### config.mk
export PLATFORM = sky130hd
export DESIGN_NAME = plt_front
export DESIGN_NICKNAME = d
export VERILOG_FILES = /design/src/design/polyline_length_and_turning_unit_assert.svh /design/src/design/plt_pkg.sv /design/src/design/plt_front.sv
export SDC_FILE = /design/constraint.sdc
export NUM_CORES = 1
export LEC_CHECK = 0
export BUFFER_PORTS_ARGS = -buffer_cell sky130_fd_sc_hd__buf_2
export CORE_ASPECT_RATIO = 0.75
export CORE_MARGIN = 3
export CORE_UTILIZATION = 51
export CTS_CLUSTER_SIZE = 25
export DETAILED_ROUTE_END_ITERATION = 16
export PLACE_DENSITY = 0.82
export SKIP_LAST_GASP = 1
export SLEW_MARGIN = 15
export SYNTH_ARGS = -nofsm -noshare
export SYNTH_HDL_FRONTEND = slang
export SYNTH_SLANG_ARGS = --single-unit
export TNS_END_PERCENT = 1
### constraint.sdc
create_clock -name clk -period 3.2 [get_ports clk]
set_clock_uncertainty 0.15 [all_clocks]
set_input_delay 0.16 -clock clk [delete_from_list [all_inputs] [get_ports clk]]
set_output_delay 0.16 -clock clk [all_outputs]
set_load 0.03 [all_outputs]
### src/design/polyline_length_and_turning_unit_assert.svh
// Assertion macros for the polyline length and turning unit back end.
`ifndef POLYLINE_LENGTH_AND_TURNING_UNIT_ASSERT_SVH
`define POLYLINE_LENGTH_AND_TURNING_UNIT_ASSERT_SVH
`ifndef SYNTHESIS
`define PLT_ASSERT_IMPL(lbl, clk, rst_n, ante, cons) \
    lbl: assert property (@(posedge clk) disable iff (!rst_n) (ante) |-> (cons)) \
        else $error("plt assertion failed");
`define PLT_ASSERT_NEXT(lbl, clk, rst_n, ante, cons) \
    lbl: assert property (@(posedge clk) disable iff (!rst_n) (ante) |=> (cons)) \
        else $error("plt assertion failed");
`else
`define PLT_ASSERT_IMPL(lbl, clk, rst_n, ante, cons)
`define PLT_ASSERT_NEXT(lbl, clk, rst_n, ante, cons)
`endif
`endif

### src/design/plt_pkg.sv
`timescale 1ns / 1ps
// Package with the beat types, command type, state encodings and angle constants.
package plt_pkg;

    typedef struct packed {
        logic signed [31:0] point_x;
        logic signed [31:0] point_y;
        logic signed [19:0] start_heading;
        logic signed [19:0] end_heading;
        logic               last_point;
    } point_t;

    typedef struct packed {
        logic [39:0] total_length;
        logic [31:0] total_turning;
    } total_t;

    // One classified point, handed from the front end to the back end.
    typedef struct packed {
        logic signed [32:0] dx;
        logic signed [32:0] dy;
        logic               has_seg;
        logic               need_head;
        logic               do_turn;
        logic               last;
        logic [20:0]        hterm;
    } cmd_t;

    typedef enum logic [2:0] {
        ST_IDLE,
        ST_MUL_X,
        ST_MUL_Y,
        ST_WORK,
        ST_WRAP,
        ST_ROUND,
        ST_ACCUM
    } back_state_t;

    typedef enum logic [1:0] {
        COR_NORM,
        COR_PRE,
        COR_ITER,
        COR_DONE
    } cor_phase_t;

    // Angles are scaled 2^30 per radian.
    localparam logic signed [34:0] ANG_HALF_PI = 35'sd1686629713;
    localparam logic signed [34:0] ANG_PI      = 35'sd3373259426;
    localparam logic signed [34:0] ANG_TWO_PI  = 35'sd6746518852;

    localparam logic [29:0] ATAN_TAB [0:31] = '{
        30'h3243F6A8, 30'h1DAC6705, 30'h0FADBAFC, 30'h07F56EA6,
        30'h03FEAB76, 30'h01FFD55B, 30'h00FFFAAA, 30'h007FFF55,
        30'h003FFFEA, 30'h001FFFFD, 30'h000FFFFF, 30'h0007FFFF,
        30'h0003FFFF, 30'h0001FFFF, 30'h0000FFFF, 30'h00007FFF,
        30'h00003FFF, 30'h00001FFF, 30'h00000FFF, 30'h000007FF,
        30'h000003FF, 30'h000001FF, 30'h000000FF, 30'h0000007F,
        30'h0000003F, 30'h0000001F, 30'h0000000F, 30'h00000007,
        30'h00000003, 30'h00000001, 30'h00000000, 30'h00000000
    };

endpackage

### src/design/plt_front.sv
`timescale 1ns / 1ps
// Front end: takes points, forms the segment delta and classifies the work it needs.
module plt_front (
    input  logic            clk,
    input  logic            rst_n,
    input  logic            point_valid,
    output logic            point_ready,
    input  plt_pkg::point_t point,
    output logic            cmd_valid,
    input  logic            cmd_ready,
    output plt_pkg::cmd_t   cmd
);

    localparam logic [1:0] SEEN_NONE = 2'd0;
    localparam logic [1:0] SEEN_ONE  = 2'd1;
    localparam logic [1:0] SEEN_MORE = 2'd2;

    logic signed [31:0] prev_x_reg, prev_x_next;
    logic signed [31:0] prev_y_reg, prev_y_next;
    logic [1:0]         seen_reg, seen_next;
    logic               prev_zero_reg, prev_zero_next;
    logic               accept;
    logic               seg_zero;
    logic               has_seg;
    logic signed [20:0] hdiff;

    assign point_ready = cmd_ready;
    assign cmd_valid   = point_valid;
    assign accept      = point_valid && cmd_ready;

    always_comb
    begin
        cmd.dx   = $signed({point.point_x[31], point.point_x})
                 - $signed({prev_x_reg[31], prev_x_reg});
        cmd.dy   = $signed({point.point_y[31], point.point_y})
                 - $signed({prev_y_reg[31], prev_y_reg});
        seg_zero = (cmd.dx == '0) && (cmd.dy == '0);
        has_seg  = (seen_reg != SEEN_NONE);
        hdiff    = $signed({point.start_heading[19], point.start_heading})
                 - $signed({point.end_heading[19], point.end_heading});
        cmd.has_seg   = has_seg;
        cmd.need_head = has_seg && !seg_zero;
        cmd.do_turn   = (seen_reg == SEEN_MORE) && !seg_zero && !prev_zero_reg;
        cmd.last      = point.last_point;
        cmd.hterm     = hdiff[20] ? -hdiff : hdiff;
    end

    always_comb
    begin
        prev_x_next    = prev_x_reg;
        prev_y_next    = prev_y_reg;
        seen_next      = seen_reg;
        prev_zero_next = prev_zero_reg;
        if (accept)
        begin
            if (point.last_point)
            begin
                // The path is closed: start the next one from a clean slate.
                prev_x_next    = '0;
                prev_y_next    = '0;
                seen_next      = SEEN_NONE;
                prev_zero_next = 1'b1;
            end
            else
            begin
                prev_x_next = point.point_x;
                prev_y_next = point.point_y;
                if (has_seg)
                begin
                    prev_zero_next = seg_zero;
                    seen_next      = SEEN_MORE;
                end
                else
                begin
                    seen_next = SEEN_ONE;
                end
            end
        end
    end

    always_ff @(posedge clk or negedge rst_n)
    begin
        if (!rst_n)
        begin
            prev_x_reg    <= '0;
            prev_y_reg    <= '0;
            seen_reg      <= SEEN_NONE;
            prev_zero_reg <= 1'b1;
        end
        else
        begin
            prev_x_reg    <= prev_x_next;
            prev_y_reg    <= prev_y_next;
            seen_reg      <= seen_next;
            prev_zero_reg <= prev_zero_next;
        end
    end

endmodule

==> impl_metrics.tcl <==
set metrics [dict create \
    path_cells "ha_2 > fa_2 > nor2b_4 > o31a_1 > buf_4 > o21a_4 > or4_4 > a22oi_2 > o2111ai_2 > nor4_2 > nand4_1 > nor4_4 > buf_4 > nor2_4 > buf_6" \
    slew-limit-headroom_pct 24.8 \
    viasPerCell 5.66 \
    drtIter0Drc 1019 \
    synth.most_common_cell "nand2_1" \
    internal_power_uw 3480 \
    core-area_um2 17000 \
    crit_fanout 4 \
    antenna_found_initial 1 \
    final_layout_size_suffix_gt1_share_pct 35.5 \
    wirelength_mm 32.5 \
    drtAntennaViolNets 0 \
    grt_max_degree 88 \
    dr.pass1.iters 5 \
    place_ws_ps -680 \
    grt.overflow.total 0 \
    rows 41 \
    grt_pass1_vias 10800 \
    synth_commonest_cells "136 x nand2_1, 127 x inv_1, 122 x o21ai_0" \
    synth_edf_count 0 \
    clock_power_share_pct 15.9 \
    finalNetCount 1922 \
    period_share_pct 128 \
    synth_top_area_share_pct 18.5 \
    post-dp-hpwl_mm 25.0 \
    setup_viol 46 \
    start_kind "register" \
    cts.sinks 67 \
    period_minus_slack_ps 4090 \
    combPwrFrac_pct 68.8 \
    fmax_mhz 245 \
    wl_per_cell_um 16.5 \
    clockRootBuffer "clkbuf_16" \
    timing.max_cap.violations 0 \
    worst_setup_path_end_kind "primary output" \
    ios 202 \
    mappedNetlistNets 1415 \
    htree_levels 3 \
    grt_use_total_pct 33.0 \
    p_per_area_nw_per_um2 487 \
    switching_share_pct 47.3 \
    placed_cells 1885 \
    vdd_ir_drop_max_uv 355 \
    chipWidth_um 159 \
    fill_cells 1162 \
    cp_slowest_cell "or4_4" \
    worstPathArrival_ps 3780 \
    violations "negative setup slack" \
    cpPeakStageDelay_ps 490 \
    p_sw_uw 3120 \
    power.leakage_uw 0.00655 \
    initial_utilization_pct 52.5 \
    clockBufferDepth 2 \
    seq_area_frac_synth_pct 18.8 \
    num_vias 11100 \
    avgSynthCellArea_um2 7.32 \
    worstSetupPathType "reg -> out" \
    grt_setup_unrepaired "true" \
    dieArea_um2 19100 \
    syn_inst 1218 \
    worst_pin_slew_ps 1130 \
    status "complete, but fails checks" \
    synth_top_area_cell "dfrtp_1" \
    hold_viol 0 \
    setup_ws_ps -889 \
    p_seq_share_pct 15.3 \
    ys_warn_count 0 \
    area_growth_syn_to_layout_pct 51.9 \
    report.final.slew_viol_count 0 \
    synthTopCellsByArea "dfrtp_1 19%, ha_1 12%, o21ai_0 6.8%" \
    drc 0 \
    synthesis.area_um2 8920 \
    ys_types 85 \
    die_h_um 121 \
    gp_congestion 0.973 \
    synthArstFlopShare_pct 100 \
    synth_seq_cells 67 \
    ys.flop_type "dfrtp_1" \
    io_buffer_count 201 \
    worstPathRequired_ps 2890 \
    clock_latency_ps 350 \
    clkSlewWorstSetupHoldPaths_ps 60 \
    grt_pass1_wl_mm 51.5 \
    cts_tree "yes" \
    fin_cells 1967 \
    cp_common_cell "buf_4" \
    hp-class "in -> reg" \
    cts_inserted_buffers 9 \
]
-- repair_timing --
| item | CTS | global route |
|---|---|---|
| cloned | 0 | 0 |
| endpoints found under the hold margin | 118 | 0 |
| pin swaps | 25 | 25 |
| endpoints found under the setup margin | 44 | 57 |
| resized for setup | 36 | 26 |
| setup buffers | 7 | 5 |
| hold buffers | 53 | 0 |
-- power by group through the flow --
| stage | Clock (µW) | Sequential, µW | Combinational [µW] |
|---|---|---|---|
| 6_report | 1050 | 1010 | 4540 |
| 5_1_grt | 1100 | 1020 | 4850 |
| 4_1_cts | 1060 | 1010 | 4390 |
| 3_5_place_dp | 0 | 1020 | 4210 |
| 3_3_place_gp | 0 | 1010 | 4140 |
| 2_1_floorplan | 0 | 1000 | 2510 |
-- cell type report --
type / count / area, µm² / share of cell area, %
inverters: 127 / 477 / 3.52
clock inverters: 6 / 65.1 / 0.480
flip-flops and latches: 67 / 1680 / 12.4
multi-input cells: 967 / 7000 / 51.6
well taps: 236 / 295 / 2.18
clock buffers: 10 / 239 / 1.76
diodes: 1 / 2.50 / 0.0185
repair buffers: 553 / 3790 / 28.0
-- final timing paths --
kind                          startpoint             end  slack (ps)  cells after the start
max in group asynchronous          rst_n  prev_x_reg[15]        1830                      3
min reg2reg                prev_y_reg[4]   prev_y_reg[4]         330                      2
min                            point[60]  prev_y_reg[19]          50                      4
max reg2reg                prev_x_reg[0]   prev_zero_reg        -370                     14
min in group asynchronous          rst_n  prev_x_reg[10]         380                      3
max                        prev_x_reg[0]         cmd[23]        -890                     15
-- critical path: cells and delay by family (launching register included) --
| family | cells | cell delay (ps) |
|---|---|---|
| AO/OA/AOI/OAI | 4 | 890 |
| flip-flops | 1 | 370 |
| adder cells (fa/ha/maj) | 2 | 440 |
| buffers and inverters | 3 | 500 |
| AND/OR/NAND/NOR | 6 | 1240 |
-- cells in the final DEF (no fill, tap or decap), types with 5 or more instances in the layout --
master	count
xor2_1	24
nor2_1	54
and3_1	7
a21oi_2	11
nand3_1	17
or3_1	10
buf_2	199
o211a_1	6
dlygate4sd3_1	53
a31oi_1	12
buf_4	299
o31ai_1	11
nor4_1	6
nand3b_1	6
nor3_1	21
o21bai_1	5
o21a_1	17
nand2_1	135
ha_4	5
o211ai_1	13
o21ai_0	115
o21ai_1	7
and2_1	18
nand2b_1	69
a21o_1	28
a21oi_1	68
nor2b_1	9
inv_1	127
or2_2	5
dfrtp_1	66
a41oi_1	5
xnor2_1	37
ha_1	78
clkbuf_16	9
nand4_1	21
xnor2_2	6
a211oi_1	9
-- per-stage QoR --
| stage | TNS [ps] | hold WS [ps] | area [µm²] | utilization, % | power [µW] |
|---|---|---|---|---|---|
| 5_1_grt | -21690 | 67.7 | 13500 | 79.8 | 6960 |
| 4_1_cts | -11460 | 44.0 | 13400 | 78.7 | 6460 |
| 3_5_place_dp | -7840 | 276 | 12300 | 72.5 | 5240 |
| 2_1_floorplan | -4430 | -286 | 9140 | - | 3510 |
| 3_3_place_gp | -6410 | 262 | 12300 | 72.5 | 5150 |
| 6_report | -13420 | 47.9 | 13500 | 79.8 | 6600 |
-- routing by layer --
metal	track usage, %	vias up	wire [µm]
li1	-	5348	-
met1	44.2	5227	14100
met2	52.4	469	14300
met3	7.44	91	2990
met4	11.3	0	1060
met5	0	-	0
-- logic make-up after synthesis --
kind of cell               after synthesis  share of synthesized area [%]
AOI/OAI and AO/OA                      389                           28.4
xor gates and xnor gates                69                           6.78
adders and majority gates               88                           12.6
buffers and inverters                  184                           8.70
DFF                                     67                           18.8
muxes                                    6                          0.730
and+or+nand+nor                        415                           23.9
Note: power is estimated with default switching activity, not from simulation.
