==> src/design/polyline_length_and_turning_unit_assert.svh <==
// Assertion macros for the polyline length and turning unit back end.
`ifndef POLYLINE_LENGTH_AND_TURNING_UNIT_ASSERT_SVH
`define POLYLINE_LENGTH_AND_TURNING_UNIT_ASSERT_SVH
`ifndef SYNTHESIS
`define PLT_ASSERT_IMPL(lbl, clk, rst_n, ante, cons) \
    lbl: assert property (@(posedge clk) disable iff (!rst_n) (ante) |-> (cons)) \
        else $error("plt assertion failed");
`define PLT_ASSERT_NEXT(lbl, clk, rst_n, ante, cons) \
    lbl: assert property (@(posedge clk) disable iff (!rst_n) (ante) |=> (cons)) \
        else $error("plt assertion failed");
`else
`define PLT_ASSERT_IMPL(lbl, clk, rst_n, ante, cons)
`define PLT_ASSERT_NEXT(lbl, clk, rst_n, ante, cons)
`endif
`endif

==> src/design/plt_pkg.sv <==
`timescale 1ns / 1ps
// Package with the beat types, command type, state encodings and angle constants.
package plt_pkg;

    typedef struct packed {
        logic signed [31:0] point_x;
        logic signed [31:0] point_y;
        logic signed [19:0] start_heading;
        logic signed [19:0] end_heading;
        logic               last_point;
    } point_t;

    typedef struct packed {
        logic [39:0] total_length;
        logic [31:0] total_turning;
    } total_t;

    // One classified point, handed from the front end to the back end.
    typedef struct packed {
        logic signed [32:0] dx;
        logic signed [32:0] dy;
        logic               has_seg;
        logic               need_head;
        logic               do_turn;
        logic               last;
        logic [20:0]        hterm;
    } cmd_t;

    typedef enum logic [2:0] {
        ST_IDLE,
        ST_MUL_X,
        ST_MUL_Y,
        ST_WORK,
        ST_WRAP,
        ST_ROUND,
        ST_ACCUM
    } back_state_t;

    typedef enum logic [1:0] {
        COR_NORM,
        COR_PRE,
        COR_ITER,
        COR_DONE
    } cor_phase_t;

    // Angles are scaled 2^30 per radian.
    localparam logic signed [34:0] ANG_HALF_PI = 35'sd1686629713;
    localparam logic signed [34:0] ANG_PI      = 35'sd3373259426;
    localparam logic signed [34:0] ANG_TWO_PI  = 35'sd6746518852;

    localparam logic [29:0] ATAN_TAB [0:31] = '{
        30'h3243F6A8, 30'h1DAC6705, 30'h0FADBAFC, 30'h07F56EA6,
        30'h03FEAB76, 30'h01FFD55B, 30'h00FFFAAA, 30'h007FFF55,
        30'h003FFFEA, 30'h001FFFFD, 30'h000FFFFF, 30'h0007FFFF,
        30'h0003FFFF, 30'h0001FFFF, 30'h0000FFFF, 30'h00007FFF,
        30'h00003FFF, 30'h00001FFF, 30'h00000FFF, 30'h000007FF,
        30'h000003FF, 30'h000001FF, 30'h000000FF, 30'h0000007F,
        30'h0000003F, 30'h0000001F, 30'h0000000F, 30'h00000007,
        30'h00000003, 30'h00000001, 30'h00000000, 30'h00000000
    };

endpackage

==> src/design/plt_queue.sv <==
`timescale 1ns / 1ps
// Two-entry command queue between the front end and the back end.
module plt_queue (
    input  logic          clk,
    input  logic          rst_n,
    input  logic          push_valid,
    output logic          push_ready,
    input  plt_pkg::cmd_t push_data,
    output logic          pop_valid,
    input  logic          pop_ready,
    output plt_pkg::cmd_t pop_data
);

    localparam int DEPTH = 2;
    localparam int PTR_W = 1;
    localparam int CNT_W = 2;

    plt_pkg::cmd_t    slot_reg [DEPTH];
    logic [PTR_W-1:0] wr_ptr_reg, wr_ptr_next;
    logic [PTR_W-1:0] rd_ptr_reg, rd_ptr_next;
    logic [CNT_W-1:0] count_reg, count_next;
    logic             push;
    logic             pop;

    assign push_ready = (count_reg != CNT_W'(DEPTH));
    assign pop_valid  = (count_reg != '0);
    assign pop_data   = slot_reg[rd_ptr_reg];
    assign push       = push_valid && push_ready;
    assign pop        = pop_valid && pop_ready;

    always_comb
    begin
        wr_ptr_next = push ? wr_ptr_reg + 1'b1 : wr_ptr_reg;
        rd_ptr_next = pop ? rd_ptr_reg + 1'b1 : rd_ptr_reg;
        count_next  = count_reg + CNT_W'(push) - CNT_W'(pop);
    end

    always_ff @(posedge clk)
    begin
        if (push)
        begin
            slot_reg[wr_ptr_reg] <= push_data;
        end
    end

    always_ff @(posedge clk or negedge rst_n)
    begin
        if (!rst_n)
        begin
            wr_ptr_reg <= '0;
            rd_ptr_reg <= '0;
            count_reg  <= '0;
        end
        else
        begin
            wr_ptr_reg <= wr_ptr_next;
            rd_ptr_reg <= rd_ptr_next;
            count_reg  <= count_next;
        end
    end

endmodule

==> config.mk <==
export PLATFORM = sky130hd
export DESIGN_NAME = plt_queue
export DESIGN_NICKNAME = d
export VERILOG_FILES = /design/src/design/polyline_length_and_turning_unit_assert.svh /design/src/design/plt_pkg.sv /design/src/design/plt_queue.sv
export SDC_FILE = /design/constraint.sdc
export NUM_CORES = 1
export LEC_CHECK = 0
export BUFFER_PORTS_ARGS = -buffer_cell sky130_fd_sc_hd__buf_2
export CAP_MARGIN = 20
export CORE_ASPECT_RATIO = 0.9
export CORE_MARGIN = 2
export CORE_UTILIZATION = 47
export CTS_CLUSTER_DIAMETER = 50
export DETAILED_ROUTE_END_ITERATION = 8
export PLACE_DENSITY = 0.73
export SLEW_MARGIN = 10
export SYNTH_ARGS = -nofsm -noshare
export SYNTH_HDL_FRONTEND = slang
export SYNTH_SLANG_ARGS = --single-unit
==> constraint.sdc <==
create_clock -name clk -period 5.3 [get_ports clk]
set_clock_uncertainty 0.05 [all_clocks]
set_input_delay 0.53 -clock clk [delete_from_list [all_inputs] [get_ports clk]]
set_output_delay 0.53 -clock clk [all_outputs]
set_load 0.02 [all_outputs]
==> results.toml, run 1 <==
[sta]
unrepaired_setup_endpoints_after_global_routing = "false"
final_max_slew_viol_count = 0
final.setup.worst_slack_ns = 2.25
min_period_ns = 3.05
timing.setup.tns_ns = 0
post-route-period-util_pct = 57.5
achievable-frequency_ghz = 0.328
worst_relative_slew_slack_pct = 46.5
setup_viol = 0
max_slew.worst_pin.slew_ns = 0.801
hold_viol = 0

[finish]
layout-drive-gt1-share_pct = 59.5
post-route-cell-area_um2 = 8470
largest_reg_flops = 182
nNetsFinal = 602
area_delta_synth_final_pct = 24.3
layout_cells_excl_fill = 713

[power]
fin_total_pwr_mw = 4.80
cellInternalPower_mw = 3.26
net_switching_component_of_the_power_mw = 1.54
vdd_drop_max_mv = 0.329
sw_frac_of_total_pct = 32.1
share_clk_of_total_power_pct = 23.5
p_seq_share_pct = 45.4
p_leak_nw = 3.16
pwr-share-comb_pct = 31.1
power-per-cell-area_nw_per_um2 = 567

[setup_path]
reg2reg_depth = 4
timing.reg2reg.setup_slack_ns = 2.88
crit_arrival_ns = 2.47
critical_path.startpoint_type = "flop"
r2r_path_end = "slot_reg[0][24]$_DFFE_PP_"
end_kind = "output pin"
timing.critical_path.required_ns = 4.72
timing_worst_setup_path_type = "reg -> out"
worstReg2RegStart = "count_reg[0]$_DFF_PN0_"
worst-path-max-fanout = 57

[floorplan]
die_height_um = 118
design.die.area_um2 = 15500
start_util_pct = 48.3
core.rowCount = 41
floorplan.core_area_um2 = 14100
io_pins = 188
dieWidth_um = 131

[place]
dp_slack_ns = 2.64
buffer_ports.inserted = 187
numPlacedInstances = 679
detailed_place_hpwl_um = 7810
gpl.final_weighted_congestion = 0.752
dpl-instance-area_um2 = 7930

[status]
run_status = "finished clean"

[min_path]
whs_endpoint = "slot_reg[1][57]$_DFFE_PP_"
hold_path_startpoint = "push_data[57]"
min-delay-path-class = "in -> reg"
min_path_cells = 1

[synthesis]
syn-cell-area_um2 = 6820
yosys_warnings = 0
post-synth-top-area-cell = "sky130_fd_sc_hd__edfxtp_1"
synthDominantCellAreaShare_pct = 80.2
gate_count_of_the_mapped_netlist = 305
synth.yosys.seq_area_share_pct = 81.7
post_synth.cell_area_avg_um2 = 22.3
synth.area.top_cells = "sky130_fd_sc_hd__edfxtp_1, sky130_fd_sc_hd__mux2_2, sky130_fd_sc_hd__buf_6"
yosys.cell_types.count = 18
mappedNetlistNets = 401
register_bit_total_from_synthesis = 186

[clock_tree]
clock_path_buffers = 2
cts_tree = "yes"
cts.htree.levels = 4
buffer_cell_driving_the_clock_tree_root = "sky130_fd_sc_hd__clkbuf_16"
clk_latency_ns = 0.41
number_of_cts_inserted_buffers = 17
tritoncts_num_sinks = 186
cts.clk_slew.worst_paths_ns = 0.06

[global_routing]
antenna_violations_before_repair = 2
grt_pass1_wl_um = 17900
grt_pass1_vias = 3632
grt_start_max_net_pins = 58
grtUsageTotal_pct = 15.5
grt.overflow.total = 0

[detailed_routing]
routed_wire_length_um = 11900
via_count = 3412
final_antenna_net_count = 0
drtPass1Iterations = 4
drt_iter0_markers = 171
detail_route.drc_violations = 0
routed_via_density = 4.79
route.detailed.wl_per_inst_um = 16.7

[job]
max-cap-violations = 0
## worst max-delay path: stages, from the launching register on
cell and delay, ns:
sky130_fd_sc_hd__dfrtp_4 0.92, sky130_fd_sc_hd__buf_4 0.55, sky130_fd_sc_hd__mux2_2 0.40, sky130_fd_sc_hd__buf_2 0.16
## what timing repair did
| item | in CTS | in global routing |
|---|---|---|
| resized for setup | 0 | 0 |
| buffers inserted | 0 | 0 |
| hold buffers | 1 | 0 |
| hold endpoints to repair | 4 | 0 |
## area by class of cell
cell class	instances	area, um2
clock inverter	8	72.6
fill	1079	5640
antenna	1	2.50
tap	193	241
sequential	186	5570
clock buffer	24	452
timing repair buffer	192	976
multi-input combinational	109	1160
## routing by layer
layer	vias to the layer above	part of all wire, %	GRT usage [%]
met5	-	0	0
met4	0	1.1	5.39
met3	10	7.9	6.20
met2	122	50	25.2
met1	1665	41	18.8
li1	1615	-	-
## placed cells by master (no fill, tap or decap), types with 2 or more instances in the layout
master                      Yosys  final
sky130_fd_sc_hd__buf_2          1    187
sky130_fd_sc_hd__buf_4          0      4
sky130_fd_sc_hd__clkbuf_1       0      7
sky130_fd_sc_hd__clkbuf_16      0     17
sky130_fd_sc_hd__clkinv_1       0      2
sky130_fd_sc_hd__clkinv_2       0      2
sky130_fd_sc_hd__clkinv_4       0      2
sky130_fd_sc_hd__dfrtp_1        4      3
sky130_fd_sc_hd__edfxtp_1     182    182
sky130_fd_sc_hd__mux2_2        91     91
sky130_fd_sc_hd__nand2_1        2      2
sky130_fd_sc_hd__nor2_1         3      2
sky130_fd_sc_hd__xnor2_1        3      3
## cells by family (layout without fill, tap and decap cells)
group / count (synthesis) / count (layout) / synth area share [%]
AOI/OAI and AO/OA: 4 / 4 / 0.459
xor gates and xnor gates: 3 / 3 / 0.386
adders and majority gates: 1 / 1 / 0.184
buffers and inverters: 10 / 224 / 1.56
DFF: 186 / 186 / 81.7
muxes: 91 / 91 / 15.0
other: 0 / 1 / 0
and+or+nand+nor: 10 / 10 / 0.716
## per-stage QoR
step / util [%] / hold WS (ns)
final: 60.0 / 0.252
after global routing: 60.0 / 0.232
after floorplan: - / 0.184
after CTS: 60.0 / 0.227
after detailed placement: 56.2 / 0.291
after global placement: 56.2 / 0.289
## worst max-delay path by stage
stage | from | endpoint | cells after the start
3_5_place_dp | rd_ptr_reg$_DFFE_PN0P_ | pop_data[36] | 3
2_1_floorplan | count_reg[0]$_DFF_PN0_ | slot_reg[0][0]$_DFFE_PP_ | 3
4_1_cts | rd_ptr_reg$_DFFE_PN0P_ | pop_data[36] | 3
5_1_grt | rd_ptr_reg$_DFFE_PN0P_ | pop_data[6] | 3
3_3_place_gp | rd_ptr_reg$_DFFE_PN0P_ | pop_data[36] | 3
6_report | rd_ptr_reg$_DFFE_PN0P_ | pop_data[6] | 3
## synthesized netlist by cell type, drive strengths merged
master  instances
dfrtp           4
a21bo           1
and3            1
buf            10
nand2b          1
edfxtp        182
a32oi           1
nand3           1
nand2           2
nor2            3
ha              1
or2             1
o21ai           1
mux2           91
xnor2           3
nor2b           1
a211oi          1
## power groups by stage
stage          clock (mW)  combinational [mW]  sequential, mW
2_1_floorplan           0                1.17            2.13
3_3_place_gp            0                1.50            2.19
3_5_place_dp            0                1.51            2.21
4_1_cts              1.15                1.52            2.18
5_1_grt              1.22                1.60            2.21
6_report             1.13                1.49            2.18
No activity file was read; power rests on OpenSTA's default activity.
==> inputs of run 2 (changes only) <==
- CORE_UTILIZATION: 47 -> 52
- PLACE_DENSITY: 0.73 -> 0.76
- clock period: 5.3 -> 3.2 ns (I/O delays scaled with it)
==> results.toml, run 2 (same netlist as run 1, synthesis figures left out) <==
[status]
run_status = "finished clean"

[finish]
post-route-cell-area_um2 = 8540
layout.core_utilization_pct = 67.0
layout_cells_excl_fill = 684
most_frequent_cells_in_the_layout = "sky130_fd_sc_hd__buf_2, sky130_fd_sc_hd__edfxtp_1, sky130_fd_sc_hd__mux2_2"
num-fill-cells = 862
largest_reg_flops = 182
nNetsFinal = 603
area_delta_synth_final_pct = 25.3
layout_commonest_cell = "sky130_fd_sc_hd__buf_2"
layout-drive-gt1-share_pct = 61.0
antennaDiodeCount = 0

[power]
fin_total_pwr_mw = 8.21
vdd_drop_max_mv = 0.595
p_leak_nw = 3.20
power-per-cell-area_nw_per_um2 = 961

[global_routing]
grt_start_max_net_pins = 54
grtUsageTotal_pct = 17.5
antenna_violations_before_repair = 0
grt_pass1_vias = 3655
grt_pass1_wl_um = 18600
grt.overflow.total = 0

[floorplan]
design.die.area_um2 = 14000
start_util_pct = 53.5
floorplan.core_area_um2 = 12700
die_height_um = 113
dieWidth_um = 125
io_pins = 188
core.rowCount = 39

[clock_tree]
cts.clk_slew.worst_paths_ns = 0.07
clock_path_buffers = 2
buffer_cell_driving_the_clock_tree_root = "sky130_fd_sc_hd__clkbuf_16"
cts_tree = "yes"
post-cts-setup-buffer-count = 0
number_of_cts_inserted_buffers = 17
cts.htree.levels = 4
tritoncts_num_sinks = 186
cts-resized-gates = 0
clk_latency_ns = 0.42

[setup_path]
worst-path-max-fanout = 52
reg2reg_depth = 3
crit_arrival_ns = 2.18
worstReg2RegStart = "count_reg[0]$_DFF_PN0_"
timing.critical_path.required_ns = 2.83
critical_path.startpoint_type = "flop"
end_kind = "output pin"
timing_worst_setup_path_type = "reg -> out"
timing.critical_path.from = "rd_ptr_reg$_DFFE_PN0P_"

[sta]
timing.setup.tns_ns = 0
unrepaired_setup_endpoints_after_global_routing = "false"
min_period_ns = 2.55
final_max_slew_viol_count = 0
setup_viol = 0
worst_relative_slew_slack_pct = 53.3
max_slew.worst_pin.slew_ns = 0.701
hold_viol = 0
post-route-period-util_pct = 79.8
achievable-frequency_ghz = 0.392

[place]
numPlacedInstances = 651
detailed_place_hpwl_um = 7950
gpl.final_weighted_congestion = 0.719
dpl-instance-area_um2 = 7930
buffer_ports.inserted = 187

[min_path]
min-delay-path-class = "in -> reg"
min_path_cells = 1
hold_path_startpoint = "push_data[32]"

[detailed_routing]
final_antenna_net_count = 0
routed_wire_length_um = 12100
route.detailed.wl_per_inst_um = 17.7
via_count = 3492
detail_route.drc_violations = 0
drt_iter0_markers = 221
routed_via_density = 5.11
drtPass1Iterations = 4

[job]
max-cap-violations = 0
==> run 2: cell count changes in the layout (fill, tap and decap cells not counted), sizes merged <==
cell,previous run,this run
clkinvlp,1,3
diode,1,0
clkinv,6,7
clkbuf,24,17
bufinv,1,3
buf,191,192
inv,0,2
==> run 2: critical path, stage by stage (launching register included) <==
cell and delay, ns:
sky130_fd_sc_hd__dfrtp_4 0.78, sky130_fd_sc_hd__buf_12 0.34, sky130_fd_sc_hd__mux2_2 0.40, sky130_fd_sc_hd__buf_2 0.17
==> run 2: where the power goes <==
group          internal (mW)  total, mW  switching, mW
sequential              3.33       3.57          0.236
clock                   1.23       2.09          0.858
combinational           1.03       2.55           1.52
==> run 2: cell type report <==
cell class | instances | area [um2] | area share, %
clock buffer | 17 | 425 | 4.98
clock inverter | 15 | 174 | 2.04
multi-input combinational | 109 | 1160 | 13.5
sequential | 186 | 5570 | 65.2
tap | 164 | 205 | 2.40
timing repair buffer | 193 | 1010 | 11.8
==> run 2: path summary, 6_finish.rpt <==
check,endpoint,slack [ns]
max,pop_data[51],0.65
min,slot_reg[1][32]$_DFFE_PP_,0.03
max reg2reg,slot_reg[1][20]$_DFFE_PP_,1.27
min reg2reg,wr_ptr_reg$_DFFE_PN0P_,0.52
max in group asynchronous,rd_ptr_reg$_DFFE_PN0P_,2.77
min in group asynchronous,count_reg[0]$_DFF_PN0_,0.18
==> run 2: repair_timing <==
| action | in CTS | in global routing |
|---|---|---|
| endpoints found under the hold margin | 4 | 0 |
| endpoints found under the setup margin | 0 | 0 |
| hold buffers | 1 | 0 |
==> run 2: metal layers <==
layer | vias to the layer above | part of all wire [%] | wire length (um) | GRT usage [%]
li1 | 1627 | - | - | -
met1 | 1714 | 43 | 5160 | 21.7
met2 | 138 | 48 | 5830 | 27.9
met3 | 13 | 7.8 | 941 | 6.82
met4 | 0 | 1.3 | 155 | 6.82
met5 | - | 0 | 0 | 0
==> run 2: stage by stage <==
stage,hold WS (ns),setup WS [ns]
after floorplan,-0.0256,0.542
final,0.0264,0.648
after CTS,0.0142,0.637
after detailed placement,0.0857,1.10
after global placement,0.0791,1.10
after global routing,0.0124,0.557
