[config.mk]
export PLATFORM = sky130hd
export DESIGN_NAME = plt_back
export DESIGN_NICKNAME = d
export VERILOG_FILES = /design/src/design/plt_pkg.sv /design/src/design/plt_back.sv
export VERILOG_INCLUDE_DIRS = /design/src /design/src/design
export SDC_FILE = /design/constraint.sdc
export NUM_CORES = 2
export LEC_CHECK = 0
export BUFFER_PORTS_ARGS = -buffer_cell sky130_fd_sc_hd__buf_4
export CAP_MARGIN = 20
export CELL_PAD_IN_SITES_DETAIL_PLACEMENT = 1
export CELL_PAD_IN_SITES_GLOBAL_PLACEMENT = 1
export CORE_ASPECT_RATIO = 1.1
export CORE_MARGIN = 2
export CORE_UTILIZATION = 25
export DETAILED_ROUTE_END_ITERATION = 10
export PLACE_DENSITY_LB_ADDON = 0.1
export RECOVER_POWER = 50
export SETUP_SLACK_MARGIN = 0.4
export SLEW_MARGIN = 20
export SYNTH_ARGS = -nofsm -noshare
export SYNTH_HDL_FRONTEND = slang
export SYNTH_SLANG_ARGS = --single-unit
[constraint.sdc]
create_clock -name clk -period 21.3 [get_ports clk]
set_input_delay 4.26 -clock clk [delete_from_list [all_inputs] [get_ports clk]]
set_output_delay 4.26 -clock clk [all_outputs]
set_load 0.05 [all_outputs]
[src/design/polyline_length_and_turning_unit_assert.svh]
// Assertion macros for the polyline length and turning unit back end.
`ifndef POLYLINE_LENGTH_AND_TURNING_UNIT_ASSERT_SVH
`define POLYLINE_LENGTH_AND_TURNING_UNIT_ASSERT_SVH
`ifndef SYNTHESIS
`define PLT_ASSERT_IMPL(lbl, clk, rst_n, ante, cons) \
    lbl: assert property (@(posedge clk) disable iff (!rst_n) (ante) |-> (cons)) \
        else $error("plt assertion failed");
`define PLT_ASSERT_NEXT(lbl, clk, rst_n, ante, cons) \
    lbl: assert property (@(posedge clk) disable iff (!rst_n) (ante) |=> (cons)) \
        else $error("plt assertion failed");
`else
`define PLT_ASSERT_IMPL(lbl, clk, rst_n, ante, cons)
`define PLT_ASSERT_NEXT(lbl, clk, rst_n, ante, cons)
`endif
`endif

[src/design/plt_pkg.sv]
`timescale 1ns / 1ps
// Package with the beat types, command type, state encodings and angle constants.
package plt_pkg;

    typedef struct packed {
        logic signed [31:0] point_x;
        logic signed [31:0] point_y;
        logic signed [19:0] start_heading;
        logic signed [19:0] end_heading;
        logic               last_point;
    } point_t;

    typedef struct packed {
        logic [39:0] total_length;
        logic [31:0] total_turning;
    } total_t;

    // One classified point, handed from the front end to the back end.
    typedef struct packed {
        logic signed [32:0] dx;
        logic signed [32:0] dy;
        logic               has_seg;
        logic               need_head;
        logic               do_turn;
        logic               last;
        logic [20:0]        hterm;
    } cmd_t;

    typedef enum logic [2:0] {
        ST_IDLE,
        ST_MUL_X,
        ST_MUL_Y,
        ST_WORK,
        ST_WRAP,
        ST_ROUND,
        ST_ACCUM
    } back_state_t;

    typedef enum logic [1:0] {
        COR_NORM,
        COR_PRE,
        COR_ITER,
        COR_DONE
    } cor_phase_t;

    // Angles are scaled 2^30 per radian.
    localparam logic signed [34:0] ANG_HALF_PI = 35'sd1686629713;
    localparam logic signed [34:0] ANG_PI      = 35'sd3373259426;
    localparam logic signed [34:0] ANG_TWO_PI  = 35'sd6746518852;

    localparam logic [29:0] ATAN_TAB [0:31] = '{
        30'h3243F6A8, 30'h1DAC6705, 30'h0FADBAFC, 30'h07F56EA6,
        30'h03FEAB76, 30'h01FFD55B, 30'h00FFFAAA, 30'h007FFF55,
        30'h003FFFEA, 30'h001FFFFD, 30'h000FFFFF, 30'h0007FFFF,
        30'h0003FFFF, 30'h0001FFFF, 30'h0000FFFF, 30'h00007FFF,
        30'h00003FFF, 30'h00001FFF, 30'h00000FFF, 30'h000007FF,
        30'h000003FF, 30'h000001FF, 30'h000000FF, 30'h0000007F,
        30'h0000003F, 30'h0000001F, 30'h0000000F, 30'h00000007,
        30'h00000003, 30'h00000001, 30'h00000000, 30'h00000000
    };

endpackage

[src/design/plt_back.sv]
`timescale 1ns / 1ps
// Back end: square root, CORDIC heading, turn wrap and saturating totals.
`include "polyline_length_and_turning_unit_assert.svh"
module plt_back #(
    parameter int FRAC_BITS    = 16,
    parameter int CORDIC_STEPS = 24
) (
    input  logic            clk,
    input  logic            rst_n,
    input  logic            cmd_valid,
    output logic            cmd_ready,
    input  plt_pkg::cmd_t   cmd,
    output logic            total_valid,
    input  logic            total_ready,
    output plt_pkg::total_t total
);

    localparam int SQ_STEPS = 33;
    localparam int SQ_CNT_W = $clog2(SQ_STEPS + 1);
    localparam int CNT_W    = $clog2(CORDIC_STEPS);
    localparam int RSH      = 30 - FRAC_BITS;
    localparam int ANG_W    = 35;
    localparam logic [ANG_W-1:0] ROUND_HALF = ANG_W'(1) << (RSH - 1);

    plt_pkg::back_state_t state_reg, state_next;
    plt_pkg::cor_phase_t  cor_phase_reg, cor_phase_next;
    plt_pkg::cmd_t        cmd_reg, cmd_next;
    plt_pkg::total_t      out_reg, out_next;
    logic                 out_valid_reg, out_valid_next;

    logic [CNT_W-1:0]    cor_cnt_reg, cor_cnt_next;
    logic [SQ_CNT_W-1:0] sq_cnt_reg, sq_cnt_next;
    logic [63:0]         prod_reg, prod_next;
    logic [65:0]         rad_reg, rad_next;
    logic [33:0]         root_reg, root_next;
    logic [35:0]         rem_reg, rem_next;
    logic [31:0]         ux_reg, ux_next;
    logic [31:0]         uy_reg, uy_next;
    logic [31:0]         m_reg, m_next;
    logic signed [ANG_W-1:0] cx_reg, cx_next;
    logic signed [ANG_W-1:0] cy_reg, cy_next;
    logic signed [ANG_W-1:0] cz_reg, cz_next;
    logic signed [ANG_W-1:0] prev_head_reg, prev_head_next;
    logic [ANG_W-1:0]    d_abs_reg, d_abs_next;
    logic [33:0]         len_add_reg, len_add_next;
    logic [ANG_W-1:0]    turn_add_reg, turn_add_next;
    logic [39:0]         length_sum_reg, length_sum_next;
    logic [31:0]         turning_sum_reg, turning_sum_next;

    logic        pop;
    logic        can_emit;
    logic        emit;
    logic        sq_done;
    logic        cor_done;
    logic        cor_run;
    logic [31:0] in_ax, in_ay, cur_ax, cur_ay, mul_op;
    logic [63:0] mul_res;
    logic [35:0] rem_shift, trial;
    logic signed [ANG_W-1:0] pre_x, pre_y, xs, ys, atan_val;
    logic signed [ANG_W-1:0] d_raw, d_w1, d_w2;
    logic [ANG_W:0]      rounded_wide;
    logic [40:0]         len_sum_wide;
    logic [ANG_W:0]      turn_sum_wide;
    logic [39:0]         len_sat;
    logic [31:0]         turn_sat;

    function automatic logic [31:0] mag33(input logic signed [32:0] v);
        logic signed [32:0] n;
        n = -v;
        return v[32] ? n[31:0] : v[31:0];
    endfunction

    assign sq_done  = (sq_cnt_reg == SQ_CNT_W'(SQ_STEPS));
    assign cor_done = (cor_phase_reg == plt_pkg::COR_DONE);
    assign can_emit = !out_valid_reg || total_ready;

    // Next state.
    always_comb
    begin
        state_next = state_reg;
        unique case (state_reg)
            plt_pkg::ST_IDLE:
                if (cmd_valid)
                begin
                    state_next = plt_pkg::ST_MUL_X;
                end
            plt_pkg::ST_MUL_X: state_next = plt_pkg::ST_MUL_Y;
            plt_pkg::ST_MUL_Y: state_next = plt_pkg::ST_WORK;
            plt_pkg::ST_WORK:
                if (sq_done && cor_done)
                begin
                    state_next = plt_pkg::ST_WRAP;
                end
            plt_pkg::ST_WRAP:  state_next = plt_pkg::ST_ROUND;
            plt_pkg::ST_ROUND: state_next = plt_pkg::ST_ACCUM;
            plt_pkg::ST_ACCUM:
                if (!cmd_reg.last || can_emit)
                begin
                    state_next = plt_pkg::ST_IDLE;
                end
            default: state_next = plt_pkg::ST_IDLE;
        endcase
    end

    // State outputs.
    always_comb
    begin
        cmd_ready = (state_reg == plt_pkg::ST_IDLE);
        cor_run   = (state_reg == plt_pkg::ST_MUL_X) || (state_reg == plt_pkg::ST_MUL_Y)
                 || (state_reg == plt_pkg::ST_WORK);
        pop       = cmd_valid && cmd_ready;
        emit      = (state_reg == plt_pkg::ST_ACCUM) && cmd_reg.last && can_emit;
    end

    // Datapath.
    always_comb
    begin
        cor_phase_next   = cor_phase_reg;
        cmd_next         = cmd_reg;
        cor_cnt_next     = cor_cnt_reg;
        sq_cnt_next      = sq_cnt_reg;
        prod_next        = prod_reg;
        rad_next         = rad_reg;
        root_next        = root_reg;
        rem_next         = rem_reg;
        ux_next          = ux_reg;
        uy_next          = uy_reg;
        m_next           = m_reg;
        cx_next          = cx_reg;
        cy_next          = cy_reg;
        cz_next          = cz_reg;
        prev_head_next   = prev_head_reg;
        d_abs_next       = d_abs_reg;
        len_add_next     = len_add_reg;
        turn_add_next    = turn_add_reg;
        length_sum_next  = length_sum_reg;
        turning_sum_next = turning_sum_reg;
        out_next         = out_reg;

        in_ax   = mag33(cmd.dx);
        in_ay   = mag33(cmd.dy);
        cur_ax  = mag33(cmd_reg.dx);
        cur_ay  = mag33(cmd_reg.dy);
        mul_op  = (state_reg == plt_pkg::ST_MUL_X) ? cur_ax : cur_ay;
        mul_res = mul_op * mul_op;

        rem_shift = {rem_reg[33:0], rad_reg[65:64]};
        trial     = {root_reg, 2'b01};

        pre_x    = cmd_reg.dx[32] ? -$signed({3'b000, ux_reg}) : $signed({3'b000, ux_reg});
        pre_y    = cmd_reg.dy[32] ? -$signed({3'b000, uy_reg}) : $signed({3'b000, uy_reg});
        xs       = cx_reg >>> cor_cnt_reg;
        ys       = cy_reg >>> cor_cnt_reg;
        atan_val = $signed({5'b00000, plt_pkg::ATAN_TAB[5'(cor_cnt_reg)]});

        d_raw = cz_reg - prev_head_reg;
        d_w1  = (d_raw > plt_pkg::ANG_PI) ? d_raw - plt_pkg::ANG_TWO_PI : d_raw;
        d_w2  = (d_w1 < -plt_pkg::ANG_PI) ? d_w1 + plt_pkg::ANG_TWO_PI : d_w1;

        rounded_wide  = ({1'b0, d_abs_reg} + {1'b0, ROUND_HALF}) >> RSH;
        len_sum_wide  = {1'b0, length_sum_reg} + {7'b0, len_add_reg};
        turn_sum_wide = {4'b0, turning_sum_reg} + {1'b0, turn_add_reg};
        len_sat       = len_sum_wide[40] ? '1 : len_sum_wide[39:0];
        turn_sat      = (turn_sum_wide[ANG_W:32] != '0) ? '1 : turn_sum_wide[31:0];

        unique case (state_reg)
            plt_pkg::ST_IDLE:
                if (pop)
                begin
                    cmd_next       = cmd;
                    ux_next        = in_ax;
                    uy_next        = in_ay;
                    m_next         = (in_ax > in_ay) ? in_ax : in_ay;
                    cor_phase_next = cmd.need_head ? plt_pkg::COR_NORM : plt_pkg::COR_DONE;
                    sq_cnt_next    = '0;
                    root_next      = '0;
                    rem_next       = '0;
                end
            plt_pkg::ST_MUL_X:
                prod_next = mul_res;
            plt_pkg::ST_MUL_Y:
                rad_next = {2'b00, prod_reg} + {2'b00, mul_res};
            plt_pkg::ST_WORK:
                if (!sq_done)
                begin
                    // One root bit per cycle, most significant pair first.
                    rad_next    = {rad_reg[63:0], 2'b00};
                    sq_cnt_next = sq_cnt_reg + 1'b1;
                    if (rem_shift >= trial)
                    begin
                        rem_next  = rem_shift - trial;
                        root_next = {root_reg[32:0], 1'b1};
                    end
                    else
                    begin
                        rem_next  = rem_shift;
                        root_next = {root_reg[32:0], 1'b0};
                    end
                end
            plt_pkg::ST_WRAP:
            begin
                d_abs_next   = d_w2[ANG_W-1] ? -d_w2 : d_w2;
                len_add_next = cmd_reg.has_seg
                             ? root_reg + 34'(rem_reg > {2'b00, root_reg}) : '0;
                if (cmd_reg.need_head)
                begin
                    prev_head_next = cz_reg;
                end
            end
            plt_pkg::ST_ROUND:
                turn_add_next = (cmd_reg.do_turn ? rounded_wide[ANG_W-1:0] : '0)
                              + (cmd_reg.last ? {14'b0, cmd_reg.hterm} : '0);
            plt_pkg::ST_ACCUM:
                if (!cmd_reg.last)
                begin
                    length_sum_next  = len_sat;
                    turning_sum_next = turn_sat;
                end
                else if (can_emit)
                begin
                    out_next.total_length  = len_sat;
                    out_next.total_turning = turn_sat;
                    length_sum_next        = '0;
                    turning_sum_next       = '0;
                end
            default:
            begin
            end
        endcase

        // The heading pass runs alongside the multiplies and the root.
        if (cor_run)
        begin
            unique case (cor_phase_reg)
                plt_pkg::COR_NORM:
                    if (m_reg[31])
                    begin
                        ux_next = ux_reg >> 1;
                        uy_next = uy_reg >> 1;
                        m_next  = m_reg >> 1;
                    end
                    else if (m_reg[30])
                    begin
                        cor_phase_next = plt_pkg::COR_PRE;
                    end
                    else if (m_reg[29:26] == '0)
                    begin
                        ux_next = ux_reg << 4;
                        uy_next = uy_reg << 4;
                        m_next  = m_reg << 4;
                    end
                    else
                    begin
                        ux_next = ux_reg << 1;
                        uy_next = uy_reg << 1;
                        m_next  = m_reg << 1;
                    end
                plt_pkg::COR_PRE:
                begin
                    cor_cnt_next   = '0;
                    cor_phase_next = plt_pkg::COR_ITER;
                    if (pre_x[ANG_W-1] && !pre_y[ANG_W-1])
                    begin
                        cx_next = pre_y;
                        cy_next = -pre_x;
                        cz_next = plt_pkg::ANG_HALF_PI;
                    end
                    else if (pre_x[ANG_W-1])
                    begin
                        cx_next = -pre_y;
                        cy_next = pre_x;
                        cz_next = -plt_pkg::ANG_HALF_PI;
                    end
                    else
                    begin
                        cx_next = pre_x;
                        cy_next = pre_y;
                        cz_next = '0;
                    end
                end
                plt_pkg::COR_ITER:
                begin
                    if (cy_reg > 0)
                    begin
                        cx_next = cx_reg + ys;
                        cy_next = cy_reg - xs;
                        cz_next = cz_reg + atan_val;
                    end
                    else
                    begin
                        cx_next = cx_reg - ys;
                        cy_next = cy_reg + xs;
                        cz_next = cz_reg - atan_val;
                    end
                    if (cor_cnt_reg == CNT_W'(CORDIC_STEPS - 1))
                    begin
                        cor_phase_next = plt_pkg::COR_DONE;
                    end
                    else
                    begin
                        cor_cnt_next = cor_cnt_reg + 1'b1;
                    end
                end
                plt_pkg::COR_DONE:
                begin
                end
                default:
                begin
                end
            endcase
        end
    end

    always_comb
    begin
        if (emit)
        begin
            out_valid_next = 1'b1;
        end
        else if (total_ready)
        begin
            out_valid_next = 1'b0;
        end
        else
        begin
            out_valid_next = out_valid_reg;
        end
    end

    assign total_valid = out_valid_reg;
    assign total       = out_reg;

    always_ff @(posedge clk or negedge rst_n)
    begin
        if (!rst_n)
        begin
            state_reg       <= plt_pkg::ST_IDLE;
            cor_phase_reg   <= plt_pkg::COR_DONE;
            cor_cnt_reg     <= '0;
            sq_cnt_reg      <= '0;
            out_valid_reg   <= 1'b0;
            length_sum_reg  <= '0;
            turning_sum_reg <= '0;
        end
        else
        begin
            state_reg       <= state_next;
            cor_phase_reg   <= cor_phase_next;
            cor_cnt_reg     <= cor_cnt_next;
            sq_cnt_reg      <= sq_cnt_next;
            out_valid_reg   <= out_valid_next;
            length_sum_reg  <= length_sum_next;
            turning_sum_reg <= turning_sum_next;
        end
    end

    always_ff @(posedge clk)
    begin
        cmd_reg       <= cmd_next;
        out_reg       <= out_next;
        prod_reg      <= prod_next;
        rad_reg       <= rad_next;
        root_reg      <= root_next;
        rem_reg       <= rem_next;
        ux_reg        <= ux_next;
        uy_reg        <= uy_next;
        m_reg         <= m_next;
        cx_reg        <= cx_next;
        cy_reg        <= cy_next;
        cz_reg        <= cz_next;
        prev_head_reg <= prev_head_next;
        d_abs_reg     <= d_abs_next;
        len_add_reg   <= len_add_next;
        turn_add_reg  <= turn_add_next;
    end

    `PLT_ASSERT_NEXT(a_emit_shows_total, clk, rst_n, emit, total_valid)
    `PLT_ASSERT_IMPL(a_sq_cnt_bound, clk, rst_n, 1'b1, sq_cnt_reg <= SQ_CNT_W'(SQ_STEPS))
    `PLT_ASSERT_IMPL(a_work_exit, clk, rst_n, state_reg == plt_pkg::ST_WORK && state_next != plt_pkg::ST_WORK, sq_done && cor_done)

endmodule

==> key figures <==
Floorplan
  – # IOs: 169
  – Rows: 231
  – Initial Utilization: 0.251
  – Die H: 634 um
  – Core ar.: 360000 um^2
  – Die Footprint: 366000 um^2
  – Die X: 577 um

Timing
  – Worst Max-Slew Pin Slew: 5370 ps
  – Max-slew violations: 901
  – Final setup vio count: 0
  – Hold Vio Cnt, Final: 0
  – Tmin final: 18130 ps
  – Crit share post-route: 0.851
  – Setup TNS Final: 0 ps
  – Final clock skew: 81.9 ps
  – RSZ-0062 raised after global routing: no
  – Hold WS: 454 ps
  – Slew headroom: -2.58
  – Fmax achieved: 55.1 MHz

Clock tree
  – H-tree depth: 3
  – Clock Sinks: 766
  – Clk pin slew, worst setup/hold paths: 60 ps
  – Post-CTS Setup Bufs: 0
  – CTS Buf Count: 110
  – Clock tree root buffer cell: clkbuf_16
  – Post-cts hold buffer count: 0
  – Worst skew pair latency: 880 ps
  – Post-CTS sizing: 0
  – CTS tree: yes
  – Longest Clk Path Bufs: 4

Synthesis
  – Yosys cell types: 114
  – Sequential share of the synthesized area: 0.239
  – Post-synth EDFFs: 581
  – Register bit count reported by yosys: 766
  – Post-synth top flop: edfxtp_1
  – Cell with the most instances after synthesis: inv_1
  – Syn Std Cell Area: 90200 um^2
  – Yosys top cell area share: 0.193
  – Yosys warnings: 0
  – Top post-synthesis cells by area: edfxtp_1, fa_1, ha_1, inv_1, nand2_1
  – Fraction of synthesis flops using an asynchronous set or reset pin: 0.116
  – Avg Cell Area, Syn: 8.87 um^2
  – Syn Nets: 11700
  – Cells after Synth: 10200
  – Cell taking the most area after synthesis: edfxtp_1
  – Post-synth top cells: inv_1, nand2_1, nor2_1, fa_1, ha_1

Placement
  – PortBufs: 168
  – DP Wirelength: 260 mm
  – Placed Cells: 14800
  – Routability cong.: 0.832

Worst hold path
  – Worst Min Path Start: cz_reg[0]
  – Hold path cells: 0
  – Hold endpoint: prev_head_reg[0]
  – Worst Hold Class: reg -> reg

Worst setup path
  – Crit path kind: reg -> reg
  – CP max FO: 47
  – R2R depth: 53
  – Crit path largest cell delay: 2150 ps
  – Crit path launch: state_reg[0]
  – Worst flop-to-flop path endpoint: rad_reg[62]
  – R2R Path Start: state_reg[0]
  – Critical path required time: 21870 ps
  – Worst path most repeated cell: fa_1
  – Worst path slowest cell: clkbuf_1
  – Crit path DAT: 18700 ps
  – Crit end category: register
  – Flop-to-flop setup slack: 3170 ps
  – Critical Path Source Type: register

Layout
  – Layout Utilization: 0.278
  – Reg area: 21600 um^2
  – Multi-input gate area in the final layout: 62100 um^2
  – Fillcell total: 42000
  – Cell Count, Final, Fillers Out: 15000
  – Share of cells above drive strength 1: 0.0581
  – Max reg flops: 91
  – Layout Nets: 11700
  – Layout area overhead: 11.0%

Detailed routing
  – Routed WL: 330 mm
  – Vias per Instance: 4.87
  – DRC errors left: 0
  – DR pass1 iterations: 5
  – Drt first-iter violations: 3490
  – Vias after detailed routing: 72900
  – Wire per inst: 22.0 um
  – ANT nets after route: 0

GRT
  – First-pass GRT wire length: 503 mm
  – Largest net degree at the start of global routing: 108
  – Antenna violations before repair: 8
  – Grt ovf: 0
  – Total GRT Usage: 0.178
  – Vias in the first global route: 79300

Run status
  – Run status: finished, violations left
  – Violated checks: max-capacitance violations, max-slew violations

Job
  – Max-cap violation count: 17
## layer usage
layer	routed length [um]	part of all wire	global-route usage	vias to the layer above
met2	157000	0.48	0.305	920
li1	-	-	-	34600
met4	5920	0.018	0.0324	4
met5	30	0.000091	0	-
met3	9130	0.028	0.0175	266
met1	158000	0.48	0.243	37100
## worst max path at each step
stage / slack (ps) / endpoint
3_5_place_dp: 4570 / rad_reg[62]
3_3_place_gp: 4580 / rad_reg[62]
5_1_grt: 1860 / rad_reg[62]
4_1_cts: 4580 / rad_reg[62]
6_report: 3170 / rad_reg[62]
2_1_floorplan: 5940 / rad_reg[62]
## stage by stage
step,instance area [um^2],setup slack [ps]
finish,100000,3170
global route,100000,1860
CTS,101000,4580
detailed placement,96900,4570
global placement,96800,4580
floorplan,90200,5940
## logic make-up (layout without fill, tap and decap cells)
family | count (synthesis) | after routing | share of synthesized area
xor gates and xnor gates | 765 | 765 | 0.0746
adders and majority gates | 1468 | 1468 | 0.271
other | 1 | 3 | 0.0000416
AOI/OAI and AO/OA | 2194 | 2194 | 0.160
and+or+nand+nor | 2961 | 2961 | 0.149
DFF | 766 | 766 | 0.239
muxes | 254 | 254 | 0.0327
buffers and inverters | 1765 | 1796 | 0.0741
## placed cells by master (no fill, tap or decap), types with 72 or more instances in the layout
| master | netlist | final |
|---|---|---|
| a211oi_1 | 143 | 141 |
| a21o_1 | 126 | 126 |
| a21oi_1 | 594 | 593 |
| and2_1 | 116 | 82 |
| and3_1 | 85 | 83 |
| buf_4 | 2 | 167 |
| clkbuf_1 | 390 | 127 |
| clkbuf_16 | 0 | 111 |
| dfrtp_1 | 87 | 82 |
| dfxtp_1 | 96 | 96 |
| edfxtp_1 | 581 | 581 |
| fa_1 | 806 | 806 |
| ha_1 | 662 | 662 |
| inv_1 | 1285 | 1283 |
| mux2i_1 | 182 | 170 |
| nand2_1 | 1021 | 1020 |
| nand2b_1 | 73 | 73 |
| nand3_1 | 179 | 179 |
| nor2_1 | 961 | 957 |
| nor3_1 | 131 | 130 |
| o21ai_0 | 482 | 480 |
| o221ai_1 | 88 | 88 |
| o31ai_1 | 97 | 97 |
| or3_1 | 73 | 72 |
| xnor2_1 | 401 | 401 |
| xor2_1 | 360 | 357 |
## layout make-up
| type | count | share of cell area |
|---|---|---|
| diodes | 2 | 0.0000500 |
| clock buffers | 137 | 0.0295 |
| clock inverters | 63 | 0.00722 |
| inverters | 1303 | 0.0489 |
| multi-input cells | 7643 | 0.621 |
| flip-flops and latches | 766 | 0.216 |
| well taps | 4776 | 0.0597 |
| repair buffers | 293 | 0.0181 |
## critical path: cells and delay by family, from the launching register on
| family | cells | cell delay (ps) |
|---|---|---|
| AO/OA/AOI/OAI | 22 | 5160 |
| XOR/XNOR | 2 | 350 |
| adder cells (fa/ha/maj) | 10 | 4670 |
| buffers and inverters | 7 | 4660 |
| flip-flops | 1 | 650 |
| multiplexers | 1 | 340 |
| AND/OR/NAND/NOR | 11 | 1880 |
Power is not shown: default switching activity piles up to over one toggle a cycle in this logic, so the estimate is an artifact.
